==> src/sv/assert_macros.svh <==
// Assertion macros shared by the deque RTL.
// Every macro samples on clk and is switched off while rst is high.
`ifndef ASSERT_MACROS_SVH
`define ASSERT_MACROS_SVH

// The condition must hold at every sampled edge.
`define ASSERT_ALWAYS(lbl, cond, msg) \
  lbl: assert property (@(posedge clk) disable iff (rst) (cond)) else $error(msg);

// The consequent must hold in the cycle after the antecedent.
`define ASSERT_NEXT(lbl, ante, cons, msg) \
  lbl: assert property (@(posedge clk) disable iff (rst) (ante) |=> (cons)) else $error(msg);

`endif

==> src/sv/dq_pkg.sv <==
// Package for the double-ended queue: sizes, request and status codes,
// pointer helper functions and the control structs. No dependencies.
package dq_pkg;

  localparam int DEPTH   = 32;
  localparam int PTR_W   = $clog2(DEPTH);
  localparam int CNT_W   = $clog2(DEPTH + 1);
  localparam int SUM_W   = CNT_W + 1;

  localparam int REQ_W   = 3;
  localparam int VAL_W   = 32;
  localparam int STAT_W  = 2;
  localparam int OCNT_W  = 6;

  // request codes
  localparam logic [REQ_W-1:0] REQ_PUSH_FRONT = 3'd0;
  localparam logic [REQ_W-1:0] REQ_PUSH_BACK  = 3'd1;
  localparam logic [REQ_W-1:0] REQ_DROP_HEAD  = 3'd2;
  localparam logic [REQ_W-1:0] REQ_DROP_TAIL  = 3'd3;
  localparam logic [REQ_W-1:0] REQ_READOUT    = 3'd4;
  localparam logic [REQ_W-1:0] REQ_COUNT      = 3'd5;

  // status codes
  localparam logic [STAT_W-1:0] ST_OK    = 2'd0;
  localparam logic [STAT_W-1:0] ST_EMPTY = 2'd1;
  localparam logic [STAT_W-1:0] ST_FULL  = 2'd2;

  // pointer update request from the sequencer
  typedef struct packed {
    logic push_front;
    logic push_back;
    logic drop_head;
    logic drop_tail;
  } ptr_cmd_t;

  // pointer state seen by the sequencer
  typedef struct packed {
    logic [CNT_W-1:0] count;
    logic             empty;
    logic             full;
  } ptr_stat_t;

  // (base + off) mod DEPTH, valid while base < DEPTH and off <= DEPTH
  function automatic logic [PTR_W-1:0] wrap_add(input logic [PTR_W-1:0] base,
                                                input logic [CNT_W-1:0] off);
    logic [SUM_W-1:0] sum;
    sum = SUM_W'(base) + SUM_W'(off);
    if (sum >= SUM_W'(DEPTH)) sum = sum - SUM_W'(DEPTH);
    return sum[PTR_W-1:0];
  endfunction

  function automatic logic [PTR_W-1:0] wrap_inc(input logic [PTR_W-1:0] p);
    return (p == PTR_W'(DEPTH - 1)) ? '0 : p + PTR_W'(1);
  endfunction

  function automatic logic [PTR_W-1:0] wrap_dec(input logic [PTR_W-1:0] p);
    return (p == '0) ? PTR_W'(DEPTH - 1) : p - PTR_W'(1);
  endfunction

endpackage

==> src/sv/dq_ifs.sv <==
// Handshake channels of the deque: request beats in, result beats out.
// Depends on dq_pkg for the field widths.
interface dq_req_if;
  logic                            valid;
  logic                            ready;
  logic [dq_pkg::REQ_W-1:0]        req_type;
  logic signed [dq_pkg::VAL_W-1:0] value;

  modport source (output valid, req_type, value, input ready);
  modport sink   (input valid, req_type, value, output ready);
endinterface

interface dq_rsp_if;
  logic                            valid;
  logic                            ready;
  logic [dq_pkg::STAT_W-1:0]       status;
  logic signed [dq_pkg::VAL_W-1:0] data;
  logic [dq_pkg::OCNT_W-1:0]       count;
  logic                            last;

  modport source (output valid, status, data, count, last, input ready);
  modport sink   (input valid, status, data, count, last, output ready);
endinterface

==> src/sv/dq_ram.sv <==
// Generic simple dual-port RAM: one write port, one registered read port.
// No dependencies.
module dq_ram #(
  parameter int WIDTH = 32,
  parameter int DEPTH = 32
) (
  input  logic                     clk,
  input  logic                     wr_en,
  input  logic [$clog2(DEPTH)-1:0] wr_addr,
  input  logic [WIDTH-1:0]         wr_data,
  input  logic [$clog2(DEPTH)-1:0] rd_addr,
  output logic [WIDTH-1:0]         rd_data
);

  logic [WIDTH-1:0] mem [DEPTH];

  always_ff @(posedge clk) begin
    if (wr_en) mem[wr_addr] <= wr_data;
    rd_data <= mem[rd_addr];
  end

endmodule

==> src/sv/dq_ptr.sv <==
// Head pointer and fill count of the ring store, plus write/read slot math.
// Depends on dq_pkg and assert_macros.svh.
`include "assert_macros.svh"

module dq_ptr (
  input  logic                     clk,
  input  logic                     rst,
  input  dq_pkg::ptr_cmd_t         cmd,
  input  logic [dq_pkg::PTR_W-1:0] rd_off,
  output dq_pkg::ptr_stat_t        stat,
  output logic [dq_pkg::PTR_W-1:0] wr_addr,
  output logic [dq_pkg::PTR_W-1:0] rd_addr
);

  logic [dq_pkg::PTR_W-1:0] front, front_next;
  logic [dq_pkg::CNT_W-1:0] count, count_next;

  // next pointer state; an emptied store puts the head back at slot zero
  always_comb begin
    front_next = front;
    count_next = count;
    if (cmd.push_front) begin
      front_next = dq_pkg::wrap_dec(front);
      count_next = count + dq_pkg::CNT_W'(1);
    end else if (cmd.push_back) begin
      count_next = count + dq_pkg::CNT_W'(1);
    end else if (cmd.drop_head) begin
      front_next = dq_pkg::wrap_inc(front);
      count_next = count - dq_pkg::CNT_W'(1);
    end else if (cmd.drop_tail) begin
      count_next = count - dq_pkg::CNT_W'(1);
    end
    if (count_next == '0) front_next = '0;
  end

  always_ff @(posedge clk) begin
    if (rst) begin
      front <= '0;
      count <= '0;
    end else begin
      front <= front_next;
      count <= count_next;
    end
  end

  // slot addresses: new head goes one below front, new tail at front + count
  assign wr_addr = cmd.push_front ? dq_pkg::wrap_dec(front)
                                  : dq_pkg::wrap_add(front, count);
  assign rd_addr = dq_pkg::wrap_add(front, dq_pkg::CNT_W'(rd_off));

  assign stat.count = count;
  assign stat.empty = (count == '0);
  assign stat.full  = (count >= dq_pkg::CNT_W'(dq_pkg::DEPTH));

  `ASSERT_ALWAYS(a_count_bound, count <= dq_pkg::CNT_W'(dq_pkg::DEPTH), "count above depth")
  `ASSERT_ALWAYS(a_empty_front, (count != '0) || (front == '0), "empty store with head off zero")
  `ASSERT_ALWAYS(a_one_cmd, $onehot0(cmd), "more than one pointer command")
  `ASSERT_NEXT(a_push_grows, (cmd.push_front || cmd.push_back) && !stat.full,
               count == $past(count) + dq_pkg::CNT_W'(1), "push did not grow count")

endmodule

==> src/sv/double_ended_queue_top.sv <==
// Double-ended queue of 32-bit values in a ring RAM with head pointer and count.
// Push, drop, count requests: result registered at accept, 1 per cycle unless stalled.
// Readout of N entries: first beat via RAM read and result registers, then 1 per cycle
// while the sink keeps up; requests are held off until the final beat is loaded.
// Reset (synchronous, rst high) clears head, count and result valid; RAM contents stay
// undefined and need no clearing pass.
`include "assert_macros.svh"

module double_ended_queue_top (
  input  logic            clk,
  input  logic            rst,
  dq_req_if.sink          req,
  dq_rsp_if.source        rsp
);

  typedef enum logic {S_IDLE, S_READ} state_t;

  state_t                    state, state_next;
  logic [dq_pkg::PTR_W-1:0]  rd_idx, rd_idx_next;
  logic                      valid_next;
  logic [dq_pkg::STAT_W-1:0] status_next;
  logic [dq_pkg::VAL_W-1:0]  data_next;
  logic [dq_pkg::OCNT_W-1:0] count_next;
  logic                      last_next;

  dq_pkg::ptr_cmd_t          cmd;
  dq_pkg::ptr_stat_t         stat;
  logic [dq_pkg::PTR_W-1:0]  wr_addr, rd_addr;
  logic                      wr_en;
  logic [dq_pkg::VAL_W-1:0]  rd_data;
  logic [dq_pkg::CNT_W-1:0]  cnt_after;
  logic                      out_free, accept, final_beat;

  // pointer unit and entry store
  dq_ptr u_ptr (
    .clk    (clk),
    .rst    (rst),
    .cmd    (cmd),
    .rd_off (rd_idx_next),
    .stat   (stat),
    .wr_addr(wr_addr),
    .rd_addr(rd_addr)
  );

  dq_ram #(.WIDTH(dq_pkg::VAL_W), .DEPTH(dq_pkg::DEPTH)) u_ram (
    .clk    (clk),
    .wr_en  (wr_en),
    .wr_addr(wr_addr),
    .wr_data(req.value),
    .rd_addr(rd_addr),
    .rd_data(rd_data)
  );

  // output register frees when empty or drained this cycle
  assign out_free   = !rsp.valid || rsp.ready;
  assign req.ready  = (state == S_IDLE) && out_free;
  assign accept     = req.valid && req.ready;
  assign final_beat = (dq_pkg::CNT_W'(rd_idx) == stat.count - dq_pkg::CNT_W'(1));

  // request decode and readout sequencing; writes only happen in idle, so a
  // readout never sees a write to the slot it is reading
  always_comb begin
    state_next  = state;
    rd_idx_next = rd_idx;
    cmd         = '0;
    wr_en       = 1'b0;
    cnt_after   = stat.count;
    valid_next  = rsp.valid && !rsp.ready;
    status_next = rsp.status;
    data_next   = rsp.data;
    count_next  = rsp.count;
    last_next   = rsp.last;
    unique case (state)
      S_IDLE: begin
        if (accept) begin
          valid_next  = 1'b1;
          status_next = dq_pkg::ST_OK;
          data_next   = '0;
          last_next   = 1'b1;
          unique case (req.req_type) inside
            dq_pkg::REQ_PUSH_FRONT, dq_pkg::REQ_PUSH_BACK: begin
              if (stat.full) begin
                status_next = dq_pkg::ST_FULL;
              end else begin
                cmd.push_front = (req.req_type == dq_pkg::REQ_PUSH_FRONT);
                cmd.push_back  = (req.req_type == dq_pkg::REQ_PUSH_BACK);
                wr_en          = 1'b1;
                cnt_after      = stat.count + dq_pkg::CNT_W'(1);
              end
            end
            dq_pkg::REQ_DROP_HEAD, dq_pkg::REQ_DROP_TAIL: begin
              if (stat.empty) begin
                status_next = dq_pkg::ST_EMPTY;
              end else begin
                cmd.drop_head = (req.req_type == dq_pkg::REQ_DROP_HEAD);
                cmd.drop_tail = (req.req_type == dq_pkg::REQ_DROP_TAIL);
                cnt_after     = stat.count - dq_pkg::CNT_W'(1);
              end
            end
            dq_pkg::REQ_READOUT: begin
              if (stat.empty) begin
                status_next = dq_pkg::ST_EMPTY;
              end else begin
                // head read issued now, first beat loads from the RAM output in S_READ
                valid_next  = 1'b0;
                rd_idx_next = '0;
                state_next  = S_READ;
              end
            end
            default: begin
            end
          endcase
          count_next = dq_pkg::OCNT_W'(cnt_after);
        end
      end
      S_READ: begin
        // a stalled beat re-reads the same slot, so the RAM output holds
        if (out_free) begin
          valid_next  = 1'b1;
          status_next = dq_pkg::ST_OK;
          data_next   = rd_data;
          count_next  = dq_pkg::OCNT_W'(stat.count);
          last_next   = final_beat;
          if (final_beat) begin
            state_next = S_IDLE;
          end else begin
            rd_idx_next = rd_idx + dq_pkg::PTR_W'(1);
          end
        end
      end
      default: begin
        state_next = S_IDLE;
      end
    endcase
  end

  // state and result register
  always_ff @(posedge clk) begin
    if (rst) begin
      state     <= S_IDLE;
      rd_idx    <= '0;
      rsp.valid <= 1'b0;
    end else begin
      state     <= state_next;
      rd_idx    <= rd_idx_next;
      rsp.valid <= valid_next;
    end
    rsp.status <= status_next;
    rsp.data   <= data_next;
    rsp.count  <= count_next;
    rsp.last   <= last_next;
  end

  `ASSERT_ALWAYS(a_read_blocks, (state != S_READ) || !req.ready, "request taken during readout")
  `ASSERT_ALWAYS(a_idx_in_range, (state != S_READ) || (dq_pkg::CNT_W'(rd_idx) < stat.count),
                 "readout index past tail")
  `ASSERT_NEXT(a_read_count_hold, state == S_READ, stat.count == $past(stat.count),
               "count changed during readout")

endmodule

==> src/flat_wrapper.sv <==
// flat-port wrapper written by rule: the top's interface ports become plain ports
module double_ended_queue_top_flat 
  (clk, rst, req_valid, req_req_type, req_value, req_ready, rsp_valid, rsp_status, rsp_data, rsp_count, rsp_last, rsp_ready);
  dq_req_if req_i ();
  dq_rsp_if rsp_i ();
  input  logic clk;
  input  logic rst;
  input wire logic [$bits(req_i.valid)-1:0] req_valid;
  input wire logic [$bits(req_i.req_type)-1:0] req_req_type;
  input wire logic [$bits(req_i.value)-1:0] req_value;
  output wire logic [$bits(req_i.ready)-1:0] req_ready;
  output wire logic [$bits(rsp_i.valid)-1:0] rsp_valid;
  output wire logic [$bits(rsp_i.status)-1:0] rsp_status;
  output wire logic [$bits(rsp_i.data)-1:0] rsp_data;
  output wire logic [$bits(rsp_i.count)-1:0] rsp_count;
  output wire logic [$bits(rsp_i.last)-1:0] rsp_last;
  input wire logic [$bits(rsp_i.ready)-1:0] rsp_ready;
  assign req_i.valid = req_valid;
  assign req_i.req_type = req_req_type;
  assign req_i.value = req_value;
  assign req_ready = req_i.ready;
  assign rsp_valid = rsp_i.valid;
  assign rsp_status = rsp_i.status;
  assign rsp_data = rsp_i.data;
  assign rsp_count = rsp_i.count;
  assign rsp_last = rsp_i.last;
  assign rsp_i.ready = rsp_ready;
  double_ended_queue_top u_core (.clk(clk), .rst(rst), .req(req_i), .rsp(rsp_i));
endmodule
==> config.mk <==
export PLATFORM = sky130hd
export DESIGN_NAME = double_ended_queue_top_flat
export DESIGN_NICKNAME = d
export VERILOG_FILES = /design/src/sv/dq_pkg.sv /design/src/sv/dq_ifs.sv /design/src/sv/dq_ram.sv /design/src/sv/dq_ptr.sv /design/src/sv/double_ended_queue_top.sv /design/src/flat_wrapper.sv
export VERILOG_INCLUDE_DIRS = /design/src /design/src/sv
export SDC_FILE = /design/constraint.sdc
export NUM_CORES = 1
export LEC_CHECK = 0
export ABC_CLOCK_PERIOD_IN_PS = 6300
export BUFFER_PORTS_ARGS = -buffer_cell sky130_fd_sc_hd__clkbuf_2
export CAP_MARGIN = 20
export CORE_AREA = 3 3 302 304
export CTS_CLUSTER_SIZE = 8
export DETAILED_ROUTE_END_ITERATION = 8
export DIE_AREA = 0 0 305 307
export GPL_ROUTABILITY_DRIVEN = 0
export PLACE_DENSITY_LB_ADDON = 0.05
export SYNTH_ARGS = -nofsm -noshare
export SYNTH_HDL_FRONTEND = slang
export SYNTH_HIERARCHICAL = 1
export SYNTH_SLANG_ARGS = --single-unit
==> constraint.sdc <==
create_clock -name clk -period 6.3 [get_ports clk]
set_input_delay 1.26 -clock clk [delete_from_list [all_inputs] [get_ports clk]]
set_output_delay 1.26 -clock clk [all_outputs]
set_load 0.005 [all_outputs]
==> impl_metrics.xml <==
<?xml version="1.0" encoding="UTF-8"?>
<metrics>
  <group name="run_status">
    <metric name="outcome" unit="">finished clean</metric>
  </group>
  <group name="timing">
    <metric name="timing.final.setup_violations" unit="">0</metric>
    <metric name="report.final.hold_viol_count" unit="">0</metric>
    <metric name="finalWorstPathRequiredPeriod" unit="ns">5.42</metric>
    <metric name="headroom_to_the_max_slew_limit" unit="">0.310</metric>
    <metric name="report.final.slew_viol_count" unit="">0</metric>
    <metric name="tightestPinTransition" unit="ns">1.03</metric>
    <metric name="timing.clock.skew" unit="ns">0.0210</metric>
    <metric name="final.period_utilization" unit="">0.861</metric>
    <metric name="fin_tns_setup" unit="ns">0</metric>
    <metric name="rsz0062_at_grt" unit="">false</metric>
    <metric name="fin_worst_hold_slack" unit="ns">0.509</metric>
    <metric name="fmax" unit="MHz">184</metric>
  </group>
  <group name="synth">
    <metric name="yosys_warnings" unit="">6</metric>
    <metric name="ys_dominant_reg_cell" unit="">sky130_fd_sc_hd__edfxtp_1</metric>
    <metric name="synth_edf_count" unit="">1065</metric>
    <metric name="postSynthCellCount" unit="">2621</metric>
    <metric name="async_set_or_reset_flop_fraction_in_the_synthesized_netlist" unit="">0</metric>
    <metric name="ys_ff_latch" unit="">1115</metric>
    <metric name="synth.avg_cell_area" unit="sq um">16.8</metric>
    <metric name="post_synthesis_net_count" unit="">2679</metric>
    <metric name="syn-cell-area" unit="sq mm">0.0442</metric>
    <metric name="ys_types" unit="">63</metric>
    <metric name="synth_seq_area_share" unit="">0.747</metric>
  </group>
  <group name="route">
    <metric name="route.vias.total" unit="">24300</metric>
    <metric name="drt_first_iter_violations" unit="">2072</metric>
    <metric name="total_length_of_routed_wires" unit="um">114000</metric>
    <metric name="post-route-drc-count" unit="">0</metric>
    <metric name="postRouteAntennaNets" unit="">0</metric>
    <metric name="viasPerCell" unit="">5.96</metric>
    <metric name="avgRoutedWirePerCell" unit="um">28.0</metric>
    <metric name="first_pass_iters" unit="">5</metric>
  </group>
  <group name="floorplanning">
    <metric name="dieWidth" unit="um">305</metric>
    <metric name="pin_count" unit="">82</metric>
    <metric name="floorplan.die_area" unit="sq mm">0.0936</metric>
    <metric name="initial_utilization" unit="">0.499</metric>
    <metric name="fp.dieH" unit="um">307</metric>
    <metric name="core-area" unit="sq mm">0.0885</metric>
    <metric name="fp-row-count" unit="">109</metric>
  </group>
  <group name="power_and_ir_drop">
    <metric name="share_seq_of_total_power" unit="">0.492</metric>
    <metric name="power_report.internal_total" unit="mW">13.3</metric>
    <metric name="finalPower" unit="mW">16.8</metric>
    <metric name="swShare" unit="">0.208</metric>
    <metric name="power.static_leakage" unit="nW">16.0</metric>
    <metric name="power_frac_comb" unit="">0.048</metric>
    <metric name="power.density_cell_area" unit="mW/mm^2">328</metric>
    <metric name="vdd.ir_drop.worst" unit="mV">0.270</metric>
    <metric name="power.switching" unit="mW">3.49</metric>
    <metric name="power.clock.fraction" unit="">0.460</metric>
  </group>
  <group name="clocking">
    <metric name="cts.repair.resized" unit="">0</metric>
    <metric name="count_of_hold_buffers_inserted_by_post_cts_repair" unit="">0</metric>
    <metric name="cts.repair_timing.setup_buffer_count" unit="">0</metric>
    <metric name="cts-root-buf" unit="">sky130_fd_sc_hd__clkbuf_16</metric>
    <metric name="worst_skew_pair.late_latency" unit="ns">0.73</metric>
    <metric name="clkSlewWorstSetupHoldPaths" unit="ns">0.05</metric>
    <metric name="cts_made_buffers" unit="">157</metric>
    <metric name="numClockSinks" unit="">1115</metric>
    <metric name="clock_path_buffers" unit="">3</metric>
    <metric name="cts-htree-levels" unit="">4</metric>
    <metric name="tritoncts_clock_tree" unit="">yes</metric>
  </group>
  <group name="layout">
    <metric name="final_layout_size_suffix_gt1_frac" unit="">0.140</metric>
    <metric name="final_net_count" unit="">2862</metric>
    <metric name="postLayoutCoreUtil" unit="">0.577</metric>
    <metric name="syn_to_final_growth" unit="%">15.7</metric>
    <metric name="layout.cells.most_common" unit="">sky130_fd_sc_hd__edfxtp_1</metric>
    <metric name="fillers" unit="">6765</metric>
    <metric name="mostFrequentLayoutCells" unit="">sky130_fd_sc_hd__edfxtp_1 (1065), sky130_fd_sc_hd__mux2i_1 (521), sky130_fd_sc_hd__clkbuf_16 (164)</metric>
  </group>
  <group name="setup_path">
    <metric name="worstPathArrival" unit="ns">5.99</metric>
    <metric name="path_max_fanout" unit="">27</metric>
    <metric name="start_kind" unit="">flip-flop</metric>
    <metric name="worstSetupPathType" unit="">flip-flop to flip-flop</metric>
    <metric name="worstSetupEndpointType" unit="">flip-flop</metric>
    <metric name="cp_data_required_time" unit="ns">6.87</metric>
  </group>
  <group name="min_path">
    <metric name="worstHoldPathType" unit="">flip-flop to flip-flop</metric>
  </group>
  <group name="grt">
    <metric name="global_route.usage.total" unit="">0.245</metric>
    <metric name="grt_start_max_net_pins" unit="">80</metric>
    <metric name="grt_first_pass_wirelength" unit="um">167000</metric>
    <metric name="overflow" unit="">0</metric>
    <metric name="number_of_global_route_vias_before_repair" unit="">24300</metric>
    <metric name="antenna_violations_before_repair" unit="">2</metric>
  </group>
  <group name="placement">
    <metric name="port_buffers" unit="">81</metric>
    <metric name="dpl.hpwl" unit="um">62900</metric>
  </group>
  <group name="run">
    <metric name="cap_violations" unit="">0</metric>
  </group>
</metrics>
## logic make-up (layout without fill, tap and decap cells)
| kind of cell | count (synthesis) | count (layout) | synth area share |
|---|---|---|---|
| AOI/OAI and AO/OA | 361 | 361 | 0.0565 |
| adders and majority gates | 19 | 19 | 0.00572 |
| buffers and inverters | 162 | 455 | 0.0206 |
| other | 0 | 1 | 0 |
| muxes | 526 | 526 | 0.120 |
| xor gates and xnor gates | 20 | 20 | 0.00397 |
| DFF | 1115 | 1115 | 0.747 |
| and+or+nand+nor | 418 | 418 | 0.0466 |
## stage by stage
stage / cells / area (sq um) / worst slack [ns]
finish: 4080 / 51100 / 0.878
global route: 4079 / 51100 / 0.597
CTS: 4079 / 51100 / 0.933
detailed placement: 3810 / 46500 / 0.761
global placement: 3810 / 46500 / 0.858
floorplan: 2621 / 44200 / 0.706
## area by class of cell
class	count	area (sq um)	share of cell area
antenna	1	2.50	0.0000490
clock buffer	263	4480	0.0876
clock inverter	6	71.3	0.00140
inverter	17	63.8	0.00125
multi-input combinational	1344	10600	0.207
sequential	1115	33000	0.646
tap	1165	1460	0.0285
timing repair buffer	169	1470	0.0287
## synthesized netlist by cell type (33+ instances only)
master                        n  area, sq um
sky130_fd_sc_hd__a22oi_1     98          736
sky130_fd_sc_hd__buf_2       33          165
sky130_fd_sc_hd__a21oi_1    116          581
sky130_fd_sc_hd__clkbuf_1    56          210
sky130_fd_sc_hd__dfxtp_1     50         1000
sky130_fd_sc_hd__buf_4       33          248
sky130_fd_sc_hd__nand3_1    107          536
sky130_fd_sc_hd__nor2_1      60          225
sky130_fd_sc_hd__a22o_1      64          561
sky130_fd_sc_hd__a31oi_1     36          225
sky130_fd_sc_hd__nor3_1      36          180
sky130_fd_sc_hd__edfxtp_1  1065        32000
sky130_fd_sc_hd__nand2_1    119          447
sky130_fd_sc_hd__and2_1      37          231
sky130_fd_sc_hd__mux2i_1    521         5220
## power by group through the flow
stage | combinational (mW) | clock, mW | sequential [mW]
after global placement | 0.796 | 0 | 8.38
after CTS | 0.810 | 7.87 | 8.24
after global routing | 0.868 | 8.19 | 8.24
after floorplan | 0.516 | 0 | 8.36
after detailed placement | 0.808 | 0 | 8.38
final | 0.805 | 7.71 | 8.24
## state kept, by name, indices dropped and copies added (netlist names)
signal	count
u_core/rd_idx	5
u_core/rsp.count	6
u_core/rsp.data	32
u_core/rsp.last	1
u_core/rsp.status	2
u_core/rsp.valid	1
u_core/state	1
u_core/u_ptr/count	6
u_core/u_ptr/front	5
u_core/u_ram/mem	1024
u_core/u_ram/rd_data	32
## layer usage
metal	vias to the layer above	part of all wire	wire length (um)	global-route usage
met2	748	0.48	54300	0.391
met5	-	0	0	0
li1	10700	-	-	-
met4	0	0.022	2460	0.0694
met3	177	0.055	6250	0.0406
met1	12700	0.45	51200	0.352
## worst paths after layout
check	start	end	slack (ns)	depth (start not counted)
min	u_core/u_ram/rd_data[29]	u_core/rsp.data[29]	0.51	1
max reg2reg	u_core/u_ptr/count[0]	u_core/u_ram/rd_data[2]	0.88	17
min reg2reg	u_core/u_ram/rd_data[29]	u_core/rsp.data[29]	0.51	1
max	u_core/u_ptr/count[0]	u_core/u_ram/rd_data[2]	0.88	17
## worst max-delay path, cell delays in order, from the launching register on
cell                      delay [ns]
sky130_fd_sc_hd__dfxtp_1        0.66
sky130_fd_sc_hd__inv_1          0.09
sky130_fd_sc_hd__ha_1           0.27
sky130_fd_sc_hd__and2_1         0.18
sky130_fd_sc_hd__o21a_1         0.19
sky130_fd_sc_hd__o31ai_2        0.51
sky130_fd_sc_hd__a21oi_2        0.17
sky130_fd_sc_hd__mux2i_1        0.28
sky130_fd_sc_hd__ha_4           0.18
sky130_fd_sc_hd__inv_1          0.05
sky130_fd_sc_hd__fa_1           0.39
sky130_fd_sc_hd__xnor2_1        0.60
sky130_fd_sc_hd__and2_4         0.46
sky130_fd_sc_hd__buf_4          0.44
sky130_fd_sc_hd__a22o_1         0.24
sky130_fd_sc_hd__nor3_1         0.05
sky130_fd_sc_hd__a31oi_1        0.31
sky130_fd_sc_hd__nand3_1        0.16
Power figures use the tool's default switching activity.
